File: src/sdiv_pkg.sv
// Shared types and constants for the signed restoring divider.
package sdiv_pkg;

  localparam int DATA_WIDTH = 32;

  typedef struct packed {
    logic signed [DATA_WIDTH-1:0] dividend;
    logic signed [DATA_WIDTH-1:0] divisor;
  } in_item_t;

  typedef struct packed {
    logic signed [DATA_WIDTH-1:0] quotient;
    logic                         divide_by_zero;
    logic                         overflow;
  } out_item_t;

  // Work carried from one cell of the chain to the next.
  typedef struct packed {
    logic                  neg;
    logic                  dz;
    logic [DATA_WIDTH-1:0] rem;
    logic [DATA_WIDTH-1:0] dvs;
    logic [DATA_WIDTH-1:0] qmag;
  } stage_t;

endpackage

File: src/signed_restoring_divider.sv
// Top level of the signed restoring divider: front register, cell chain and result register.
//
// Usage: an item on in_item carries a signed dividend and divisor; the result item on
// out_item carries the quotient truncated toward zero, a divide-by-zero flag and an
// overflow flag. Both channels use valid/ready.
// On acceptance the operand magnitudes and signs are registered. The item then walks
// a row of 32 identical cells, one per quotient bit from the highest down, one cell per
// cycle while the chain does not stall. The last step fixes the sign and loads the
// result register. One item is in flight in the chain at a time, so a new item is
// accepted in the cycle after the previous one leaves the chain. The result register
// lets the next item start while the previous result waits. When the receiver stalls
// and the result register is full, a finished item waits in the last cell and in_ready
// stays low.
// Divide by zero gives quotient 0 with divide_by_zero set; the most negative value
// divided by minus one wraps and sets overflow.
// Reset (rst, synchronous) empties the chain and the result register.
module signed_restoring_divider (
  input  logic                clk,
  input  logic                rst,
  input  logic                in_valid,
  output logic                in_ready,
  input  sdiv_pkg::in_item_t  in_item,
  output logic                out_valid,
  input  logic                out_ready,
  output sdiv_pkg::out_item_t out_item
);

  localparam int W = sdiv_pkg::DATA_WIDTH;

  logic             valid [0:W];
  sdiv_pkg::stage_t stage [0:W];
  logic [W:0]       valid_vec;
  logic             advance;
  logic             in_fire;
  logic             load_out;
  sdiv_pkg::stage_t front_next;
  sdiv_pkg::out_item_t out_next;

  assign in_fire  = in_valid && in_ready;
  assign load_out = valid[W] && (!out_valid || out_ready);
  // The chain only stalls when a finished item cannot enter the result register.
  assign advance  = !(valid[W] && out_valid && !out_ready);

  always_comb begin
    for (int k = 0; k <= W; k++) begin
      valid_vec[k] = valid[k];
    end
  end

  assign in_ready = !(|valid_vec);

  always_comb begin
    front_next.neg  = in_item.dividend[W-1] ^ in_item.divisor[W-1];
    front_next.dz   = (in_item.divisor == '0);
    front_next.rem  = in_item.dividend[W-1] ? (W'(0) - W'(in_item.dividend))
                                            : W'(in_item.dividend);
    front_next.dvs  = in_item.divisor[W-1] ? (W'(0) - W'(in_item.divisor))
                                           : W'(in_item.divisor);
    front_next.qmag = '0;
  end

  always_ff @(posedge clk) begin
    if (rst) begin
      valid[0] <= 1'b0;
    end else if (in_fire) begin
      valid[0] <= 1'b1;
    end else if (advance) begin
      valid[0] <= 1'b0;
    end
  end

  always_ff @(posedge clk) begin
    if (in_fire) begin
      stage[0] <= front_next;
    end
  end

  // Cell k settles quotient bit W-1-k.
  for (genvar k = 0; k < W; k++) begin : g_cell
    sdiv_cell #(
      .BIT(W - 1 - k)
    ) u_cell (
      .clk       (clk),
      .rst       (rst),
      .advance   (advance),
      .prev_valid(valid[k]),
      .prev_stage(stage[k]),
      .valid     (valid[k+1]),
      .stage     (stage[k+1])
    );
  end

  always_comb begin
    out_next.divide_by_zero = stage[W].dz;
    if (stage[W].dz) begin
      out_next.quotient = '0;
      out_next.overflow = 1'b0;
    end else begin
      out_next.quotient = stage[W].neg ? (W'(0) - stage[W].qmag) : stage[W].qmag;
      out_next.overflow = !stage[W].neg && stage[W].qmag[W-1];
    end
  end

  always_ff @(posedge clk) begin
    if (rst) begin
      out_valid <= 1'b0;
    end else if (load_out) begin
      out_valid <= 1'b1;
    end else if (out_ready) begin
      out_valid <= 1'b0;
    end
  end

  always_ff @(posedge clk) begin
    if (load_out) begin
      out_item <= out_next;
    end
  end

  a_one_in_flight: assert property (@(posedge clk) disable iff (rst)
    $onehot0(valid_vec))
    else $error("more than one item in the divider chain");

  a_busy_after_accept: assert property (@(posedge clk) disable iff (rst)
    in_fire |=> !in_ready)
    else $error("input accepted while an item is still in the chain");

  a_dz_result: assert property (@(posedge clk) disable iff (rst)
    out_valid && out_item.divide_by_zero |-> out_item.quotient == '0 && !out_item.overflow)
    else $error("divide by zero result carries a quotient or overflow");

  a_ovf_result: assert property (@(posedge clk) disable iff (rst)
    out_valid && out_item.overflow |-> out_item.quotient == {1'b1, {(W-1){1'b0}}})
    else $error("overflow result is not the most negative value");

endmodule

File: src/sdiv_cell.sv
// One cell of the divider chain: settles a single quotient bit and registers the work.
module sdiv_cell #(
  parameter int BIT = 0
) (
  input  logic            clk,
  input  logic            rst,
  input  logic            advance,
  input  logic            prev_valid,
  input  sdiv_pkg::stage_t prev_stage,
  output logic            valid,
  output sdiv_pkg::stage_t stage
);

  localparam int W = sdiv_pkg::DATA_WIDTH;

  sdiv_pkg::stage_t stage_next;
  logic             fits;

  // The shifted divisor fits exactly when the remainder shifted down covers the divisor.
  assign fits = (prev_stage.rem >> BIT) >= prev_stage.dvs;

  always_comb begin
    stage_next = prev_stage;
    if (fits) begin
      stage_next.rem  = prev_stage.rem - (prev_stage.dvs << BIT);
      stage_next.qmag = prev_stage.qmag | (W'(1) << BIT);
    end
  end

  always_ff @(posedge clk) begin
    if (rst) begin
      valid <= 1'b0;
    end else if (advance) begin
      valid <= prev_valid;
    end
  end

  always_ff @(posedge clk) begin
    if (advance) begin
      stage <= stage_next;
    end
  end

endmodule
File: config.mk
export PLATFORM = sky130hd
export DESIGN_NAME = signed_restoring_divider
export DESIGN_NICKNAME = d
export VERILOG_FILES = /design/src/sdiv_pkg.sv /design/src/signed_restoring_divider.sv /design/src/sdiv_cell.sv
export SDC_FILE = /design/constraint.sdc
export NUM_CORES = 2
export LEC_CHECK = 0
export ABC_AREA = 1
export BUFFER_PORTS_ARGS = -buffer_cell sky130_fd_sc_hd__buf_2
export CAP_MARGIN = 20
export CORE_UTILIZATION = 50
export CTS_CLUSTER_DIAMETER = 120
export DETAILED_ROUTE_END_ITERATION = 6
export PLACE_DENSITY = 0.69
export REMOVE_ABC_BUFFERS = 1
export SYNTH_ARGS = -nofsm -noshare
export SYNTH_HDL_FRONTEND = slang
export SYNTH_SLANG_ARGS = --single-unit
File: constraint.sdc
create_clock -name clk -period 148.9 [get_ports clk]
set_clock_uncertainty 0.2 [all_clocks]
set_input_delay 29.78 -clock clk [delete_from_list [all_inputs] [get_ports clk]]
set_output_delay 29.78 -clock clk [all_outputs]
set_load 0.01 [all_outputs]
==> flow_metrics.tcl <==
set metrics [dict create \
    cts_max_path_buffers 4 \
    port_buffers 103 \
    rows 184 \
    rsz0062_at_grt "no" \
    h-tree-depth 5 \
    ys_ff_latch 2710 \
    avgRoutedWirePerCell_um 21.2 \
    routed_via_density 5.26 \
    yosysMostFrequentCell "nand2_1" \
    hp-class "reg2reg" \
    grt-ovfl-total 0 \
    cts-root-buf "clkbuf_16" \
    maxSlewViolCount 0 \
    critical_path.most_common_cell "buf_4" \
    setup_tns_ns 0 \
    cts_setup_buffers 0 \
    synth_area_leaders "edfxtp_1 (63%), nand2_1 (10%), inv_1 (5.5%)" \
    nFillCells 21600 \
    reg2reg_setup_slack_ns 142.62 \
    cts_hold_buf 0 \
    clock_latency_ns 0.97 \
    violations "design-rule violations" \
    p_leak_nw 63.9 \
    crit_arrival_ns 35.22 \
    synth_top_area_share_pct 63.4 \
    place_area_mm2 0.131 \
    area_growth_syn_to_layout_pct 10.9 \
    wl_met3_um 16300 \
    min_period_over_period_pct 23.4 \
    fmax_mhz 28.7 \
    synth_warnings 0 \
    die_h_um 505 \
    nNetsFinal 12900 \
    ys.flop_type "edfxtp_1" \
    maxCapViolCount 0 \
    power_density_mw_per_mm2 14.1 \
    drive_gt1_share_pct 5.28 \
    syn_inst 12000 \
    path_cells "buf_2, inv_1, nand2_1, nor2_2, buf_4, inv_8, buf_4, buf_16, buf_4, buf_4, buf_4, buf_4" \
    slowest_delay_ns 0.92 \
    wl_um 336000 \
    route.detailed.drc 19 \
    netlist_area_mm2 0.127 \
    pin_count 104 \
    crit_slowest_cell "buf_4" \
    synth-edff-count 2676 \
    status "complete, but fails checks" \
    cp_max_fo 154 \
    clk_pin_slew_ns 0.06 \
    coreArea_mm2 0.252 \
    drtIter0Drc 7262 \
    grt_usage_pct 26.1 \
    path_buf_inv 10 \
    avgSynthCellArea_um2 10.6 \
    max_slew_margin_pct 17.1 \
    grt_pass1_wl_um 500000 \
    die_area_mm2 0.255 \
    start_util_pct 50.3 \
    wl_met1_um 137000 \
    topRoutingLayerUsed "met5" \
    ctsResizeCount 0 \
    ys_async_sr_fraction_pct 0 \
    grt_max_degree 224 \
    seq_area_frac_synth_pct 64.0 \
    fin_util_pct 55.8 \
    dr_total_vias 83400 \
    cts_tree "done" \
    hold_viol 0 \
    crit_type "in2reg" \
    antenna_found_initial 8 \
    dr.pass1.iters 7 \
    synth_common_cells "nand2_1 (3503), edfxtp_1 (2676), inv_1 (1861)" \
    gp_congestion 0.969 \
    crit_required_ns 149.24 \
    yosysTopAreaCell "edfxtp_1" \
    clkSinkCount 2710 \
    tightest_slew_ns 1.24 \
    startpoint_type "primary input" \
    setup_viol 0 \
    antenna_left 0 \
    wl_met2_um 166000 \
    final_area_mm2 0.140 \
    place_hpwl_um 258000 \
    cp_top_family "buffers and inverters" \
    peakVddDrop_mv 0.0129 \
    grt_pass1_vias 81800 \
    period_needed_ns 34.89 \
    end_kind "flip-flop" \
    yosysUniqueCellTypes 60 \
    numCtsBuffers 304 \
    die_w_um 505 \
]
[power breakdown]
part	leakage (nW)	internal, W	switching (W)
Sequential	29.5	0.000905	0.0000468
Combinational	29.8	0.000106	0.000212
Clock	4.58	0.000422	0.000292
[registers in the layout (all words and copies together) (netlist names)]
name	count
g_cell.u_cell.stage	2576
g_cell.u_cell.valid	32
out_item	34
out_valid	1
stage	66
valid	1
[worst paths after layout]
check,startpoint,depth (start not counted),to
worst max register to register,g_cell[31].u_cell.valid,10,g_cell[8].u_cell.stage[41]
worst max-delay path,out_ready,12,g_cell[8].u_cell.stage[41]
worst min register to register,g_cell[20].u_cell.stage[11],0,g_cell[21].u_cell.stage[11]
worst min-delay path,g_cell[20].u_cell.stage[11],0,g_cell[21].u_cell.stage[11]
[stage by stage]
stage	worst slack (ns)	cells	hold WS [ns]	total power (W)
after floorplan	65.74	11800	0.200	0.00116
after global placement	112.73	15300	0.200	0.00128
after detailed placement	112.57	15300	0.205	0.00128
after CTS	113.56	15800	0.150	0.00200
after global routing	113.65	15800	0.169	0.00207
final	114.01	15900	0.162	0.00198
[placed cells by master (no fill, tap or decap), types with 30 or more instances in the layout]
cell type,n
buf_2,103
o21ai_1,62
nand4_1,320
clkbuf_16,310
a21oi_1,420
o21bai_1,37
buf_4,38
nand3b_1,44
nor3_1,78
clkinv_2,35
nor4_1,70
xor2_1,242
clkinv_1,53
clkbuf_1,55
edfxtp_1,2676
o21ai_0,211
nand3_1,667
dfxtp_1,34
nand2_1,3503
fa_1,30
xnor2_1,70
inv_1,1859
nor2_1,773
ha_1,531
[routing by layer]
layer | GRT usage, % | vias to the layer above
li1 | - | 40800
met1 | 32.4 | 39800
met2 | 45.1 | 2244
met3 | 3.73 | 610
met4 | 12.0 | 2
met5 | 0 | -
[worst reg2reg max path: stages, from the launching register on]
cell	delay [ns]
dfxtp_1	0.31
inv_1	0.24
nor2_2	0.07
buf_4	0.25
inv_8	0.71
buf_4	0.36
buf_16	0.35
buf_4	0.71
buf_4	0.77
buf_4	0.97
buf_4	0.89
[cell type report]
class,count,area [um^2],area share (%)
Sequential cell,2710,81000,57.7
Multi-Input combinational cell,7253,37800,26.9
Clock buffer,365,7960,5.67
Inverter,1871,7030,5.00
Tap cell,3348,4190,2.98
Clock inverter,149,1480,1.05
Timing Repair Buffer,149,983,0.700
Antenna cell,5,12.5,0.00891
[cell families (layout without fill, tap and decap cells)]
family	after synthesis	after routing	synth area share, %
xor+xnor	312	312	2.16
other cells	0	5	0
simple gates	5585	5585	18.6
buf+inv	2011	2534	6.20
fa+ha+maj	561	561	5.72
flops	2710	2710	64.0
compound gates	795	795	3.36
Note: power is estimated with default switching activity, not from simulation.
